## config.mk

```make
export PLATFORM = sky130hd
export DESIGN_NAME = ddo_queue
export DESIGN_NICKNAME = d
export VERILOG_FILES = /design/src/hw/rtl/ddo_pkg.sv /design/src/hw/rtl/ddo_queue.sv
export SDC_FILE = /design/constraint.sdc
export NUM_CORES = 1
export LEC_CHECK = 0
export BUFFER_PORTS_ARGS = -buffer_cell sky130_fd_sc_hd__buf_2
export CAP_MARGIN = 20
export CORE_ASPECT_RATIO = 1.25
export CORE_MARGIN = 5
export CORE_UTILIZATION = 50
export CTS_CLUSTER_SIZE = 16
export DETAILED_ROUTE_END_ITERATION = 8
export PLACE_DENSITY = 0.84
export SETUP_SLACK_MARGIN = 0.05
export SLEW_MARGIN = 25
export SYNTH_ARGS = -nofsm -noshare
export SYNTH_HDL_FRONTEND = slang
export SYNTH_SLANG_ARGS = --single-unit
```

## constraint.sdc

```tcl
create_clock -name clk_i -period 5.4 [get_ports clk_i]
set_input_delay 0.27 -clock clk_i [delete_from_list [all_inputs] [get_ports clk_i]]
set_output_delay 0.27 -clock clk_i [all_outputs]
set_load 0.02 [all_outputs]
```

## src/hw/rtl/ddo_pkg.sv

```systemverilog
// ----------------------------------------------------------------------------
// ddo_pkg
// Shared types, constants and the CORDIC arctangent table for the
// differential drive odometry unit.
// ----------------------------------------------------------------------------
package ddo_pkg;

  // encoder counter width; only the low CountWidth bits of a count take part
  localparam int CountWidth = 32;
  localparam int DeltaW     = 33;   // saturated, direction-applied difference

  localparam int CordicSteps = 16;
  localparam int IterW       = $clog2(CordicSteps);
  localparam logic signed [33:0] CordicGain = 34'sd652032874;
  localparam logic signed [33:0] OneQ30     = 34'sd1073741824;

  localparam int CfgIdxW  = 8;
  localparam int CfgDataW = 32;
  localparam int CfgRegW  = 24;
  localparam logic [CfgIdxW-1:0] CfgDistPerPulse = CfgIdxW'(0);
  localparam logic [CfgIdxW-1:0] CfgTurnPerPulse = CfgIdxW'(1);
  localparam logic [CfgRegW-1:0] DistPerPulseRst = 24'd745563;
  localparam logic [CfgRegW-1:0] TurnPerPulseRst = 24'd1215094;

  typedef struct packed {
    logic signed [DeltaW-1:0] dl;
    logic signed [DeltaW-1:0] dr;
  } delta_t;

  typedef struct packed {
    logic signed [31:0] pos_x;
    logic signed [31:0] pos_y;
    logic signed [31:0] heading;
  } pose_t;

  // atan(2^-i) in binary angle units (2^32 per turn)
  function automatic logic [29:0] atan_lut(input logic [IterW-1:0] i);
    logic [29:0] r;
    case (i)
      4'd0:    r = 30'd536870912;
      4'd1:    r = 30'd316933406;
      4'd2:    r = 30'd167458907;
      4'd3:    r = 30'd85004756;
      4'd4:    r = 30'd42667331;
      4'd5:    r = 30'd21354465;
      4'd6:    r = 30'd10679838;
      4'd7:    r = 30'd5340245;
      4'd8:    r = 30'd2670163;
      4'd9:    r = 30'd1335087;
      4'd10:   r = 30'd667544;
      4'd11:   r = 30'd333772;
      4'd12:   r = 30'd166886;
      4'd13:   r = 30'd83443;
      4'd14:   r = 30'd41722;
      4'd15:   r = 30'd20861;
      default: r = 30'd0;
    endcase
    return r;
  endfunction

endpackage

```

## src/hw/rtl/ddo_queue.sv

```systemverilog
// ----------------------------------------------------------------------------
// ddo_queue
// Two-entry queue of wheel deltas between the front and the back.
// ----------------------------------------------------------------------------
module ddo_queue (
  input  logic            clk_i,
  input  logic            rst_ni,
  input  logic            push_i,
  input  ddo_pkg::delta_t data_i,
  output logic            full_o,
  input  logic            pop_i,
  output logic            valid_o,
  output ddo_pkg::delta_t data_o
);
  import ddo_pkg::*;

  delta_t     mem_q [2];
  logic       wr_q, rd_q;
  logic [1:0] cnt_q;
  logic       do_push, do_pop;

  assign full_o  = cnt_q == 2'd2;
  assign valid_o = cnt_q != 2'd0;
  assign data_o  = mem_q[rd_q];
  assign do_push = push_i & ~full_o;
  assign do_pop  = pop_i & valid_o;

  always_ff @(posedge clk_i or negedge rst_ni) begin
    if (!rst_ni) begin
      wr_q  <= 1'b0;
      rd_q  <= 1'b0;
      cnt_q <= 2'd0;
    end else begin
      if (do_push) wr_q <= ~wr_q;
      if (do_pop)  rd_q <= ~rd_q;
      if (do_push && !do_pop) begin
        cnt_q <= cnt_q + 2'd1;
      end else if (do_pop && !do_push) begin
        cnt_q <= cnt_q - 2'd1;
      end
    end
  end

  always_ff @(posedge clk_i) begin
    if (do_push) mem_q[wr_q] <= data_i;
  end

endmodule

```

==> results.sh <==
export IMPL_crit_chain="nand2b_1 > nand2_1 > nor2_4 > buf_4"
export IMPL_final_instance_count_excl_fill=519
export IMPL_grt_pass1_wl_microns=13400
export IMPL_cp_end_kind="register"
export IMPL_synth_cells=224
export IMPL_crit_slowest_cell="nor2_4"
export IMPL_synth_nets=295
export IMPL_hold_depth=1
export IMPL_drive_gt1_share_pct=60.3
export IMPL_yosysUniqueCellTypes=16
export IMPL_synth_seq_cells=136
export IMPL_clock_sink_count=136
export IMPL_grt_usage_pct=14.7
export IMPL_die_area_sq_um=12300
export IMPL_route_detailed_drc=0
export IMPL_fin_crit_ps=2400
export IMPL_rsz0062_at_grt="no"
export IMPL_synth_warnings=0
export IMPL_tns_ps=0
export IMPL_die_w_microns=100
export IMPL_cts_tree="yes"
export IMPL_p_leak_nw=2.53
export IMPL_dieHeight_microns=123
export IMPL_gp_congestion=0.694
export IMPL_hold_path_startpoint="data_i[8]"
export IMPL_first_global_vias=2694
export IMPL_synth_area_leader_cell="edfxtp_1"
export IMPL_drtIter0Drc=127
export IMPL_r2r_start="cnt_q[0]"
export IMPL_crit_start="cnt_q[0]"
export IMPL_wl_per_cell_microns=17.0
export IMPL_place_inst=485
export IMPL_crit_family="simple AND/OR/NAND/NOR gates"
export IMPL_setup_viol=0
export IMPL_start_util_pct=50.7
export IMPL_antennaDiodeCount=0
export IMPL_utilization_pct=64.4
export IMPL_ys_seq_area_share_pct=80.1
export IMPL_synth_top_area_share_pct=78.1
export IMPL_worstSetupPathType="register to register"
export IMPL_finalCritPeriodShare_pct=44.5
export IMPL_port_buffers=137
export IMPL_grt_ovfl_total=0
export IMPL_cp_data_required_time_ps=5440
export IMPL_dpl_hpwl_microns=6040
export IMPL_worstRegToRegCells=4
export IMPL_antenna_left=0
export IMPL_r2r_end="mem_q[0][4]"
export IMPL_mostFrequentLayoutCells="buf_2, edfxtp_1, mux2_2"
export IMPL_grt_max_degree=68
export IMPL_hold_viol_final=0
export IMPL_final_nets=448
export IMPL_fmax_mhz=416
export IMPL_clk_latency_ps=400
export IMPL_first_pass_iters=4
export IMPL_num_rows=41
export IMPL_cp_buffers_inverters=1
export IMPL_htreeDepth=4
export IMPL_cp_start_kind="register"
export IMPL_critPathArrivalTime_ps=2450
export IMPL_cpPeakStageDelay_ps=750
export IMPL_finalWirelength_microns=8840
export IMPL_cts_root_buf="clkbuf_16"
export IMPL_synthTopCellsByArea="edfxtp_1, mux2_4, mux2_2"
export IMPL_num_vias=2504
export IMPL_slew_violations=0
export IMPL_vdd_drop_max_mv=0.445
export IMPL_run_status="finished, final reports clean"
export IMPL_cts_reportedPaths_clkPinSlew_ps=60
export IMPL_cts_made_buffers=17
export IMPL_fill_cells=695
export IMPL_fin_skew_ps=4.90
export IMPL_num_io_pins=138
export IMPL_cp_max_fo=34
export IMPL_avgSynthCellArea_sq_um=22.7
export IMPL_reg2reg_slack_ps=3000
export IMPL_coreArea_sq_um=10000
export IMPL_vias_per_cell=4.82
export IMPL_clock_path_buffers=2
export IMPL_syn_area_sq_um=5070
export IMPL_slew_limit_headroom_pct=35.4
export IMPL_final_common_cell="buf_2"
export IMPL_min_to="mem_q[1][8]"
export IMPL_antenna_found_initial=0
export IMPL_syn_to_final_growth_pct=27.1
export IMPL_power_density_nw_per_um2=583
export IMPL_post_cts_resized=0
export IMPL_drv_cap=0
export IMPL_worst_pin_slew_ps=967
export IMPL_hold_class="primary input to register"
-- what timing repair did --
item / 4_1_cts / 5_1_grt
setup buffers: 0 / 0
hold buffers: 1 / 0
endpoints found under the hold margin: 4 / 0
-- how the worst max path moves through the flow --
stage                               to  depth (start not counted)
after floorplan            mem_q[0][0]                          3
after global placement    mem_q[0][10]                          4
after detailed placement  mem_q[0][60]                          4
after CTS                 mem_q[0][13]                          4
after global routing       mem_q[0][4]                          4
final                      mem_q[0][4]                          4
-- registers in the layout (all words and copies together) (netlist names) --
name,flops
mem_q,132
rd_q,1
wr_q,1
cnt_q,2
-- metrics by stage --
stage	worst slack, ps	total power (W)	cell area (sq um)	hold slack (ps)
CTS	2940	0.00380	6430	40.3
finish	3000	0.00376	6450	58.2
global placement	3040	0.00275	5890	77.0
detailed placement	2960	0.00279	5890	78.0
global route	2780	0.00393	6450	34.9
floorplan	1530	0.00244	5070	-25.6
-- metal layers --
metal | routed length, microns | up-vias | share of wire [%] | global-route usage [%]
met2 | 4780 | 85 | 54 | 25.3
met4 | 158 | 0 | 1.8 | 5.56
li1 | - | 1191 | - | -
met5 | 0 | - | 0 | 0
met3 | 624 | 10 | 7.1 | 6.31
met1 | 3280 | 1218 | 37 | 16.1
-- cell usage after synthesis --
cell,count
buf_2,3
or2_2,1
nor2_1,2
and3_1,1
ha_1,1
buf_4,1
xnor2_1,3
buf_6,3
nand2b_1,1
mux2_2,36
nand2_1,2
xor2_1,2
edfxtp_1,132
mux2_4,30
inv_1,2
dfrtp_1,4
-- kinds of logic (layout without fill, tap and decap cells) --
family                     Yosys count  count (layout)  share of synthesized area (%)
DFF                                136             136                           80.1
buffers and inverters                9             175                           1.26
and+or+nand+nor                      7               7                          0.666
muxes                               66              66                           16.9
xor gates and xnor gates             5               5                          0.863
adders and majority gates            1               1                          0.247
-- worst reg2reg max path: stages (launching register included) --
cell,delay [ps]
dfrtp_1,410
nand2b_1,170
nand2_1,140
nor2_4,750
buf_4,570
-- final cells by class --
class	instances	area [sq um]	area share (%)
Clock buffer	22	444	6.89
Clock inverter	10	80.1	1.24
Tap cell	129	161	2.50
Multi-Input combinational cell	79	955	14.8
Timing Repair Buffer	141	731	11.3
Sequential cell	136	4070	63.1
Inverter	2	7.51	0.116
-- report_power, final --
group / total [W] / switching [W] / internal (W)
logic: 0.00118 / 0.000671 / 0.000513
registers: 0.00157 / 0.000116 / 0.00145
clock network: 0.00101 / 0.000383 / 0.000625
Power figures use the tool's default switching activity.
