$ cat src/hw/rtl/ddo_pkg.sv
// ----------------------------------------------------------------------------
// ddo_pkg
// Shared types, constants and the CORDIC arctangent table for the
// differential drive odometry unit.
// ----------------------------------------------------------------------------
package ddo_pkg;

  // encoder counter width; only the low CountWidth bits of a count take part
  localparam int CountWidth = 32;
  localparam int DeltaW     = 33;   // saturated, direction-applied difference

  localparam int CordicSteps = 16;
  localparam int IterW       = $clog2(CordicSteps);
  localparam logic signed [33:0] CordicGain = 34'sd652032874;
  localparam logic signed [33:0] OneQ30     = 34'sd1073741824;

  localparam int CfgIdxW  = 8;
  localparam int CfgDataW = 32;
  localparam int CfgRegW  = 24;
  localparam logic [CfgIdxW-1:0] CfgDistPerPulse = CfgIdxW'(0);
  localparam logic [CfgIdxW-1:0] CfgTurnPerPulse = CfgIdxW'(1);
  localparam logic [CfgRegW-1:0] DistPerPulseRst = 24'd745563;
  localparam logic [CfgRegW-1:0] TurnPerPulseRst = 24'd1215094;

  typedef struct packed {
    logic signed [DeltaW-1:0] dl;
    logic signed [DeltaW-1:0] dr;
  } delta_t;

  typedef struct packed {
    logic signed [31:0] pos_x;
    logic signed [31:0] pos_y;
    logic signed [31:0] heading;
  } pose_t;

  // atan(2^-i) in binary angle units (2^32 per turn)
  function automatic logic [29:0] atan_lut(input logic [IterW-1:0] i);
    logic [29:0] r;
    case (i)
      4'd0:    r = 30'd536870912;
      4'd1:    r = 30'd316933406;
      4'd2:    r = 30'd167458907;
      4'd3:    r = 30'd85004756;
      4'd4:    r = 30'd42667331;
      4'd5:    r = 30'd21354465;
      4'd6:    r = 30'd10679838;
      4'd7:    r = 30'd5340245;
      4'd8:    r = 30'd2670163;
      4'd9:    r = 30'd1335087;
      4'd10:   r = 30'd667544;
      4'd11:   r = 30'd333772;
      4'd12:   r = 30'd166886;
      4'd13:   r = 30'd83443;
      4'd14:   r = 30'd41722;
      4'd15:   r = 30'd20861;
      default: r = 30'd0;
    endcase
    return r;
  endfunction

endpackage

$ cat src/hw/rtl/ddo_front.sv
// ----------------------------------------------------------------------------
// ddo_front
// Input side: takes encoder counts, forms the saturated wheel deltas against
// the previous counts, applies direction and hands them to the delta queue.
// ----------------------------------------------------------------------------
module ddo_front (
  input  logic           clk_i,
  input  logic           rst_ni,
  input  logic           push_i,
  output logic           full_o,
  input  logic [31:0]    left_count_i,
  input  logic [31:0]    right_count_i,
  input  logic           left_reverse_i,
  input  logic           right_reverse_i,
  input  logic           q_full_i,
  output logic           q_push_o,
  output ddo_pkg::delta_t q_data_o
);
  import ddo_pkg::*;

  logic [CountWidth-1:0] prev_left_q, prev_right_q;
  logic [CountWidth-1:0] cur_left, cur_right;
  logic signed [DeltaW-1:0] raw_l, raw_r;
  logic accept;

  // wrap-aware difference, read as two's complement, clipped to 32-bit range
  function automatic logic signed [DeltaW-1:0] count_delta(
    input logic [CountWidth-1:0] cur,
    input logic [CountWidth-1:0] prev
  );
    logic [CountWidth-1:0] u, mag;
    logic signed [DeltaW-1:0] r;
    u   = cur - prev;
    mag = ~u + 1'b1;
    if (u[CountWidth-1]) begin
      if (65'(mag) > 65'h0_8000_0000) begin
        r = 33'h1_8000_0000;
      end else begin
        r = ~(DeltaW'(mag)) + 33'd1;
      end
    end else if (65'(u) > 65'h0_7FFF_FFFF) begin
      r = 33'h0_7FFF_FFFF;
    end else begin
      r = DeltaW'(u);
    end
    return r;
  endfunction

  assign cur_left  = CountWidth'(left_count_i);
  assign cur_right = CountWidth'(right_count_i);
  assign raw_l     = count_delta(cur_left, prev_left_q);
  assign raw_r     = count_delta(cur_right, prev_right_q);

  assign full_o   = q_full_i;
  assign accept   = push_i & ~q_full_i;
  assign q_push_o = accept;
  assign q_data_o.dl = left_reverse_i  ? -raw_l : raw_l;
  assign q_data_o.dr = right_reverse_i ? -raw_r : raw_r;

  always_ff @(posedge clk_i or negedge rst_ni) begin
    if (!rst_ni) begin
      prev_left_q  <= '0;
      prev_right_q <= '0;
    end else if (accept) begin
      prev_left_q  <= cur_left;
      prev_right_q <= cur_right;
    end
  end

endmodule

$ cat config.mk
export PLATFORM = sky130hd
export DESIGN_NAME = ddo_front
export DESIGN_NICKNAME = d
export VERILOG_FILES = /design/src/hw/rtl/ddo_pkg.sv /design/src/hw/rtl/ddo_front.sv
export SDC_FILE = /design/constraint.sdc
export NUM_CORES = 1
export LEC_CHECK = 0
export BUFFER_PORTS_ARGS = -buffer_cell sky130_fd_sc_hd__buf_2
export CAP_MARGIN = 10
export CELL_PAD_IN_SITES_DETAIL_PLACEMENT = 0
export CELL_PAD_IN_SITES_GLOBAL_PLACEMENT = 1
export CORE_MARGIN = 1
export CORE_UTILIZATION = 45
export CTS_BUF_LIST = sky130_fd_sc_hd__clkbuf_8
export DETAILED_ROUTE_END_ITERATION = 8
export GPL_TIMING_DRIVEN = 0
export PLACE_DENSITY = 0.89
export SLEW_MARGIN = 10
export SYNTH_ARGS = -nofsm -noshare
export SYNTH_HDL_FRONTEND = slang
export SYNTH_SLANG_ARGS = --single-unit
$ cat constraint.sdc
create_clock -name clk_i -period 8.1 [get_ports clk_i]
set_input_delay 0.405 -clock clk_i [delete_from_list [all_inputs] [get_ports clk_i]]
set_output_delay 0.405 -clock clk_i [all_outputs]
set_load 0.1 [all_outputs]
==> results of run 1 <==
## stage by stage
| step | worst slack (ns) | area [um2] | std cells |
|---|---|---|---|
| final | 0.375 | 16300 | 2639 |
| after global routing | 0.0235 | 16300 | 2639 |
| after CTS | -0.0173 | 16000 | 2638 |
| after detailed placement | -1.01 | 15500 | 2621 |
| after global placement | -0.942 | 15500 | 2620 |
| after floorplan | 0.000922 | 14300 | 2089 |
## power by group through the flow
stage               Clock (W)  Sequential [W]  Combinational, W
CTS                  0.000353        0.000372           0.00400
global placement            0        0.000376           0.00391
finish               0.000348        0.000371           0.00411
detailed placement          0        0.000378           0.00395
floorplan                   0        0.000375           0.00319
global route         0.000368        0.000375           0.00437
## cell families (layout without fill, tap and decap cells)
family,Yosys count,after routing,share of synthesized area (%)
AND/OR/NAND/NOR,862,862,30.8
flip-flops,64,64,11.2
AO/OA/AOI/OAI,663,663,31.8
adder cells (fa/ha/maj),69,69,6.13
XOR/XNOR,178,178,11.1
multiplexers,44,44,3.22
buffers and inverters,209,363,5.69
## cell type report
cell class	instances	area (um2)	share of cell area (%)
multi-input cells	1816	12400	76.0
flip-flops and latches	64	1600	9.82
repair buffers	144	791	4.85
well taps	396	495	3.04
plain buffers	112	462	2.83
inverters	91	342	2.09
clock buffers	12	165	1.01
clock inverters	4	67.6	0.414
## sequential cells by signal (all words and copies together) (netlist names)
| signal | flops |
|---|---|
| prev_left_q | 32 |
| prev_right_q | 32 |
## metal layers
| layer | vias to the layer above | wire length, um | track usage [%] |
|---|---|---|---|
| li1 | 8085 | - | - |
| met1 | 7660 | 20400 | 33.7 |
| met2 | 455 | 25900 | 57.1 |
| met3 | 129 | 1700 | 2.73 |
| met4 | 0 | 2330 | 15.1 |
| met5 | - | 0 | 0 |
## synthesized netlist by cell type, types with 27 or more instances
cell type                  instances
sky130_fd_sc_hd__and2_1           30
sky130_fd_sc_hd__o21ai_0         185
sky130_fd_sc_hd__dfrtp_1          64
sky130_fd_sc_hd__nand3_1          78
sky130_fd_sc_hd__nor4_1           32
sky130_fd_sc_hd__a21oi_1         129
sky130_fd_sc_hd__a21o_1           27
sky130_fd_sc_hd__ha_1             67
sky130_fd_sc_hd__nand2_1         259
sky130_fd_sc_hd__inv_1            91
sky130_fd_sc_hd__clkbuf_1         90
sky130_fd_sc_hd__and3_1           35
sky130_fd_sc_hd__nand4_1          48
sky130_fd_sc_hd__mux2i_1          30
sky130_fd_sc_hd__nor2_1          151
sky130_fd_sc_hd__xor2_1           59
sky130_fd_sc_hd__or3_1            30
sky130_fd_sc_hd__nor3_1           71
sky130_fd_sc_hd__xnor2_1         115
## tightest hold or removal path, cell delays in order
cell and delay, ns:
sky130_fd_sc_hd__buf_2 0.09, sky130_fd_sc_hd__nand2_1 0.04, sky130_fd_sc_hd__o21ai_0 0.06
## timing repair
item,in CTS,in global routing
setup buffers,2,5
endpoints found under the setup margin,28,29
hold buffers,1,0
pin swaps,2,8
resized for setup,39,66
endpoints found under the hold margin,30,0
## final timing paths
kind	end	slack [ns]
worst max-delay path	q_data_o[30]	0.37
worst min-delay path	prev_right_q[10]	0.20
worst max register to register	prev_left_q[0]	7.34
worst min register to register	prev_right_q[0]	0.52
max in group asynchronous	prev_left_q[19]	7.10
min in group asynchronous	prev_right_q[30]	0.45
==> Implementation_results.wiki, run 1 <==
{| class="wikitable"
! Metric !! Value
|-
| Status || finished, final reports clean
|-
| Effective utilization at floorplan || 46.3%
|-
| Sequential-to-total area share from yosys stat || 11.2%
|-
| Time the worst path needs with I/O delays and setup || 7.73 ns
|-
| Root Buffer || sky130_fd_sc_hd__clkbuf_8
|-
| Category of the worst setup path capture point || output pin
|-
| Boundary pin count || 138
|-
| Source of the worst register-to-register timing path || prev_left_q[0]
|-
| Antenna diode count || 0
|-
| Worst R2R Path Depth || 1
|-
| Filler instances || 3217
|-
| Worst IR Drop VDD || 0.275 mV
|-
| Fraction of registers with async set/reset || 100%
|-
| RD Place Congestion || 0.978
|-
| Nets@finish || 2377
|-
| Hold Worst Slack || 0.202 ns
|-
| Setup CP Type || register to output pin
|-
| Final number of hold-violating endpoints || 0
|-
| Global router's overall resource usage || 30.3%
|-
| Worst slew pin tran || 0.927 ns
|-
| Switching share of power || 67.2%
|-
| Number of buffers inserted by port buffering || 135
|-
| Area contributors post-synth || sky130_fd_sc_hd__dfrtp_1 (11%), sky130_fd_sc_hd__xnor2_1 (7.0%), sky130_fd_sc_hd__nand2_1 (6.8%)
|-
| Count of clock tree sinks || 64
|-
| Yosys top cell area share || 11.2%
|-
| Number of stages on the worst setup path || 25
|-
| Portion of total power attributed to sequential cells || 7.7%
|-
| Total standard cell area after synthesis || 14300 um2
|-
| Portion of total power attributed to combinational logic || 85.1%
|-
| Worst min-delay path class || primary input to register
|-
| Pin count of the biggest net entering global routing || 35
|-
| Detailed-route vias per instance || 6.19
|-
| Commonest cells after routing, fill and taps aside || sky130_fd_sc_hd__nand2_1 (256), sky130_fd_sc_hd__o21ai_0 (183), sky130_fd_sc_hd__nor2_1 (150)
|-
| Commonest register cell after synthesis || sky130_fd_sc_hd__dfrtp_1
|-
| Final-layout setup total negative slack || 0 ns
|-
| Number of maximum-capacitance constraint violations || 0
|-
| Switching power summed over all nets || 0.00324 W
|-
| Avg WL per Cell || 19.1 um
|-
| Post-Synthesis Cells || 2089
|-
| Total clock buffers created by CTS || 9
|-
| Power after layout || 0.00483 W
|-
| Static power due to leakage || 6.40 nW
|-
| Antenna violations before repair || 0
|-
| Fraction of final layout cells sized beyond drive strength 1 || 15.1%
|-
| Hold Path Depth || 3
|-
| Via count || 16300
|-
| Horizontal extent of the die || 180 um
|-
| Largest stage delay on the critical path || 0.51 ns
|-
| Worst Skew || 0 ns
|-
| Worst EP required || 7.70 ns
|-
| Post-detailed-routing wire length || 50400 um
|-
| Core Area || 30900 um2
|-
| Critical Path Fanout Max || 12
|-
| Area Overhead vs Synth || 13.9%
|-
| CTS tree || built
|-
| Vertical extent of the die || 180 um
|-
| Max Clock Freq || 129 MHz
|-
| Period utilisation layout || 95.4%
|-
| Maximum number of buffers from clock root to sink || 2
|-
| Internal power || 0.00158 W
|-
| Startpoint of the lowest-slack hold path || right_count_i[10]
|-
| Drt pass-1 iters || 5
|-
| Row count || 64
|-
| Worst-path clk slew || 0.09 ns
|-
| Global route total overflow || 0
|-
| Slew headroom || 37.8%
|-
| Synthesized Nets || 2228
|-
| Start point of the critical path || prev_right_q[0]
|-
| # setup viols final || 0
|-
| Most common cell after layout, fill and taps aside || sky130_fd_sc_hd__nand2_1
|-
| Clock latency on the worst-skew pair || 0.41 ns
|-
| HPWL after detailed placement || 41300 um
|-
| CP startpoint kind || register
|-
| Number of enable-type register cells in the synthesized netlist || 0
|-
| Drt drc || 0
|-
| Share of the core filled with cells || 52.8%
|-
| Remaining number of nets flagged by the antenna check after routing || 0
|-
| RSZ-0062 raised after global routing || no
|-
| CP Buf/Inv Count || 4
|-
| Worst path slowest cell || sky130_fd_sc_hd__a2111oi_4
|-
| Yosys warnings || 0
|-
| Crit path max-delay family || compound AO/OA/AOI/OAI gates
|-
| Count of unique library cells instantiated by Yosys || 113
|-
| DR iter-0 viols || 1170
|-
| Cell Pwr Density || 296 nW/um2
|-
| Number of global-route vias before repair || 15600
|-
| Clock group share of total power || 7.2%
|-
| Clock H-tree levels || 3
|-
| First-pass GRT wire length || 80200 um
|-
| Die ar. || 32500 um2
|-
| Register bit count reported by yosys || 64
|-
| Arr. time, crit path || 7.32 ns
|-
| Total count of max-transition violations in the final report || 0
|-
| Post-synth top area cell || sky130_fd_sc_hd__dfrtp_1
|-
| Avg Synthesized Cell Area || 6.86 um2
|}
Note: power is estimated with default switching activity, not from simulation.
==> run 2, diff against run 1 <==
--- a/config.mk
+++ b/config.mk
@@ -13,7 +13,6 @@
 export CORE_UTILIZATION = 45
 export CTS_BUF_LIST = sky130_fd_sc_hd__clkbuf_8
 export DETAILED_ROUTE_END_ITERATION = 8
-export GPL_TIMING_DRIVEN = 0
 export PLACE_DENSITY = 0.89
 export SLEW_MARGIN = 10
 export SYNTH_ARGS = -nofsm -noshare
==> constraint.sdc (replaced) <==
create_clock -name clk_i -period 8.1 [get_ports clk_i]
set_input_delay 0.405 -clock clk_i [delete_from_list [all_inputs] [get_ports clk_i]]
set_output_delay 0.405 -clock clk_i [all_outputs]
set_load 0.005 [all_outputs]
==> Implementation_results.wiki, run 2 (synthesis gave the netlist of run 1 again) <==
{| class="wikitable"
! Metric !! Value
|-
| Vertical extent of the die || 180 um (unchanged)
|-
| Clock H-tree levels || 3 (unchanged)
|-
| Commonest cells after routing, fill and taps aside || sky130_fd_sc_hd__nand2_1 (259), sky130_fd_sc_hd__o21ai_0 (185), sky130_fd_sc_hd__nor2_1 (151) (was sky130_fd_sc_hd__nand2_1 (256), sky130_fd_sc_hd__o21ai_0 (183), sky130_fd_sc_hd__nor2_1 (150))
|-
| Avg WL per Cell || 18.4 um (was 19.1 um)
|-
| Detailed-route vias per instance || 6.24 (was 6.19)
|-
| Global route total overflow || 0 (unchanged)
|-
| Period utilisation layout || 95.2% (was 95.4%)
|-
| Worst EP required || 7.70 ns (about the same)
|-
| Drt drc || 0 (unchanged)
|-
| Horizontal extent of the die || 180 um (unchanged)
|-
| Die ar. || 32500 um2 (unchanged)
|-
| Maximum number of buffers from clock root to sink || 2 (unchanged)
|-
| Count of clock tree sinks || 64 (unchanged)
|-
| Worst Skew || 0 ns (unchanged)
|-
| Root Buffer || sky130_fd_sc_hd__clkbuf_8 (unchanged)
|-
| Number of cells in the design after placement || 2543 (was 2621)
|-
| Pin count of the biggest net entering global routing || 76 (was 35)
|-
| Total count of max-transition violations in the final report || 0 (unchanged)
|-
| DR iter-0 viols || 1164 (was 1170)
|-
| Leading registers by flop count || prev_left_q x32, prev_right_q x32 (unchanged)
|-
| Final number of hold-violating endpoints || 0 (unchanged)
|-
| Critical Path Fanout Max || 10 (was 12)
|-
| Cell Pwr Density || 219 nW/um2 (was 296 nW/um2)
|-
| Antenna violations before repair || 0 (unchanged)
|-
| First-pass GRT wire length || 75600 um (was 80200 um)
|-
| Worst path slowest cell || sky130_fd_sc_hd__a2111oi_2 (was sky130_fd_sc_hd__a2111oi_4)
|-
| Number of global-route vias before repair || 14700 (was 15600)
|-
| Via count || 16000 (was 16300)
|-
| Area Overhead vs Synth || 9.26% (was 13.9%)
|-
| Global router's overall resource usage || 28.2% (was 30.3%)
|-
| Worst IR Drop VDD || 0.0901 mV (was 0.275 mV)
|-
| Worst-path clk slew || 0.08 ns (was 0.09 ns)
|-
| Slew headroom || 17.9% (was 37.8%)
|-
| Final-layout setup total negative slack || 0 ns (unchanged)
|-
| CP startpoint kind || register (unchanged)
|-
| Critical path, cell by cell || ha_1, inv_1, fa_1, a211oi_2, o21ai_4, a211oi_4, o41ai_2, xor2_1, a2111oi_2, nand3_1, nor4_1, mux2_2, a41oi_1, nor2_1, a32oi_1, ha_1, nand2_1, or4_1, a21oi_1, o21a_1, nand3_1, o41ai_1, xor2_1, buf_2
|-
| # setup viols final || 0 (unchanged)
|-
| Drt pass-1 iters || 5 (unchanged)
|-
| CTS hold repair buffers || 0 (was 1)
|-
| RSZ-0062 raised after global routing || no (unchanged)
|-
| HPWL after detailed placement || 38400 um (was 41300 um)
|-
| Status || finished, final reports clean (unchanged)
|-
| Nets@finish || 2301 (was 2377)
|-
| Antenna diode count || 0 (unchanged)
|-
| Total clock buffers created by CTS || 9 (unchanged)
|-
| Largest stage delay on the critical path || 0.52 ns (was 0.51 ns)
|-
| Most common cell after layout, fill and taps aside || sky130_fd_sc_hd__nand2_1 (unchanged)
|-
| Effective utilization at floorplan || 46.3% (unchanged)
|-
| Clock latency on the worst-skew pair || 0.39 ns (was 0.41 ns)
|-
| Core Area || 30900 um2 (unchanged)
|-
| Number of maximum-capacitance constraint violations || 0 (unchanged)
|-
| Non-Filler Instances || 2562 (was 2639)
|-
| Boundary pin count || 138 (unchanged)
|-
| Time the worst path needs with I/O delays and setup || 7.71 ns (was 7.73 ns)
|-
| Arr. time, crit path || 7.31 ns (was 7.32 ns)
|-
| Fraction of final layout cells sized beyond drive strength 1 || 13.8% (was 15.1%)
|-
| Hold Worst Slack || 0.192 ns (was 0.202 ns)
|-
| Static power due to leakage || 6.23 nW (was 6.40 nW)
|-
| Row count || 64 (unchanged)
|-
| Post-detailed-routing wire length || 47300 um (was 50400 um)
|-
| Setup CP Type || register to output pin (unchanged)
|-
| CTS tree || built (unchanged)
|-
| Remaining number of nets flagged by the antenna check after routing || 0 (unchanged)
|-
| Max Clock Freq || 130 MHz (was 129 MHz)
|-
| Number of buffers inserted by port buffering || 137 (was 135)
|-
| Share of the core filled with cells || 50.6% (was 52.8%)
|-
| Worst min-delay path class || primary input to async pin (was primary input to register)
|-
| RD Place Congestion || 1.00 (was 0.978)
|-
| Category of the worst setup path capture point || output pin (unchanged)
|-
| Worst slew pin tran || 1.23 ns (was 0.927 ns)
|}
-- run 2: area by class of cell --
type,instances,area (um2)
Fill cell,3180,15300
Multi-Input combinational cell,1816,12000
Sequential cell,64,1600
Timing Repair Buffer,180,1010
Tap cell,396,495
Inverter,91,342
Clock buffer,11,151
Clock inverter,4,68.8
-- run 2: worst paths after layout --
kind | from | endpoint | slack (ns) | depth (start not counted)
min | rst_ni | prev_left_q[1] | 0.19 | 2
max reg2reg | prev_left_q[31] | prev_left_q[31] | 7.34 | 1
min reg2reg | prev_left_q[0] | prev_left_q[0] | 0.52 | 1
max | prev_left_q[0] | q_data_o[65] | 0.39 | 24
min in group clk_i | left_count_i[26] | prev_left_q[26] | 0.23 | 3
max in group asynchronous | rst_ni | prev_right_q[5] | 7.34 | 2
-- run 2: worst max-delay path: cells and delay by family (launching register included) --
kind | cells | cell delay, ns
multiplexers | 1 | 0.40
flip-flops | 1 | 0.35
AO/OA/AOI/OAI | 10 | 3.14
adder cells (fa/ha/maj) | 3 | 0.81
AND/OR/NAND/NOR | 6 | 1.57
XOR/XNOR | 2 | 0.46
buffers and inverters | 2 | 0.19
-- run 2: what timing repair did --
item	CTS	global route
setup buffers	0	4
pin swaps	0	1
resized for setup	1	8
endpoints found under the setup margin	1	11
-- run 2: where the power goes --
group / switching (W) / internal [W] / total, W
registers: 0.0000111 / 0.000360 / 0.000371
clock network: 0.000138 / 0.000187 / 0.000325
logic: 0.00175 / 0.000992 / 0.00274
total: 0.00190 / 0.00154 / 0.00343
-- run 2: through the flow --
step	area, um2	total power [W]	worst slack [ns]
finish	15600	0.00343	0.385
global route	15600	0.00372	0.00465
CTS	15600	0.00340	0.00431
detailed placement	15300	0.00306	0.229
global placement	15300	0.00302	0.270
floorplan	14300	0.00232	1.27
-- run 2: metal layers --
metal | track usage (%) | part of all wire [%] | up-vias
li1 | - | - | 7929
met1 | 32.4 | 40 | 7362
met2 | 52.0 | 51 | 560
met3 | 2.43 | 4.3 | 131
met4 | 14.4 | 4.6 | 0
met5 | 0 | 0 | -
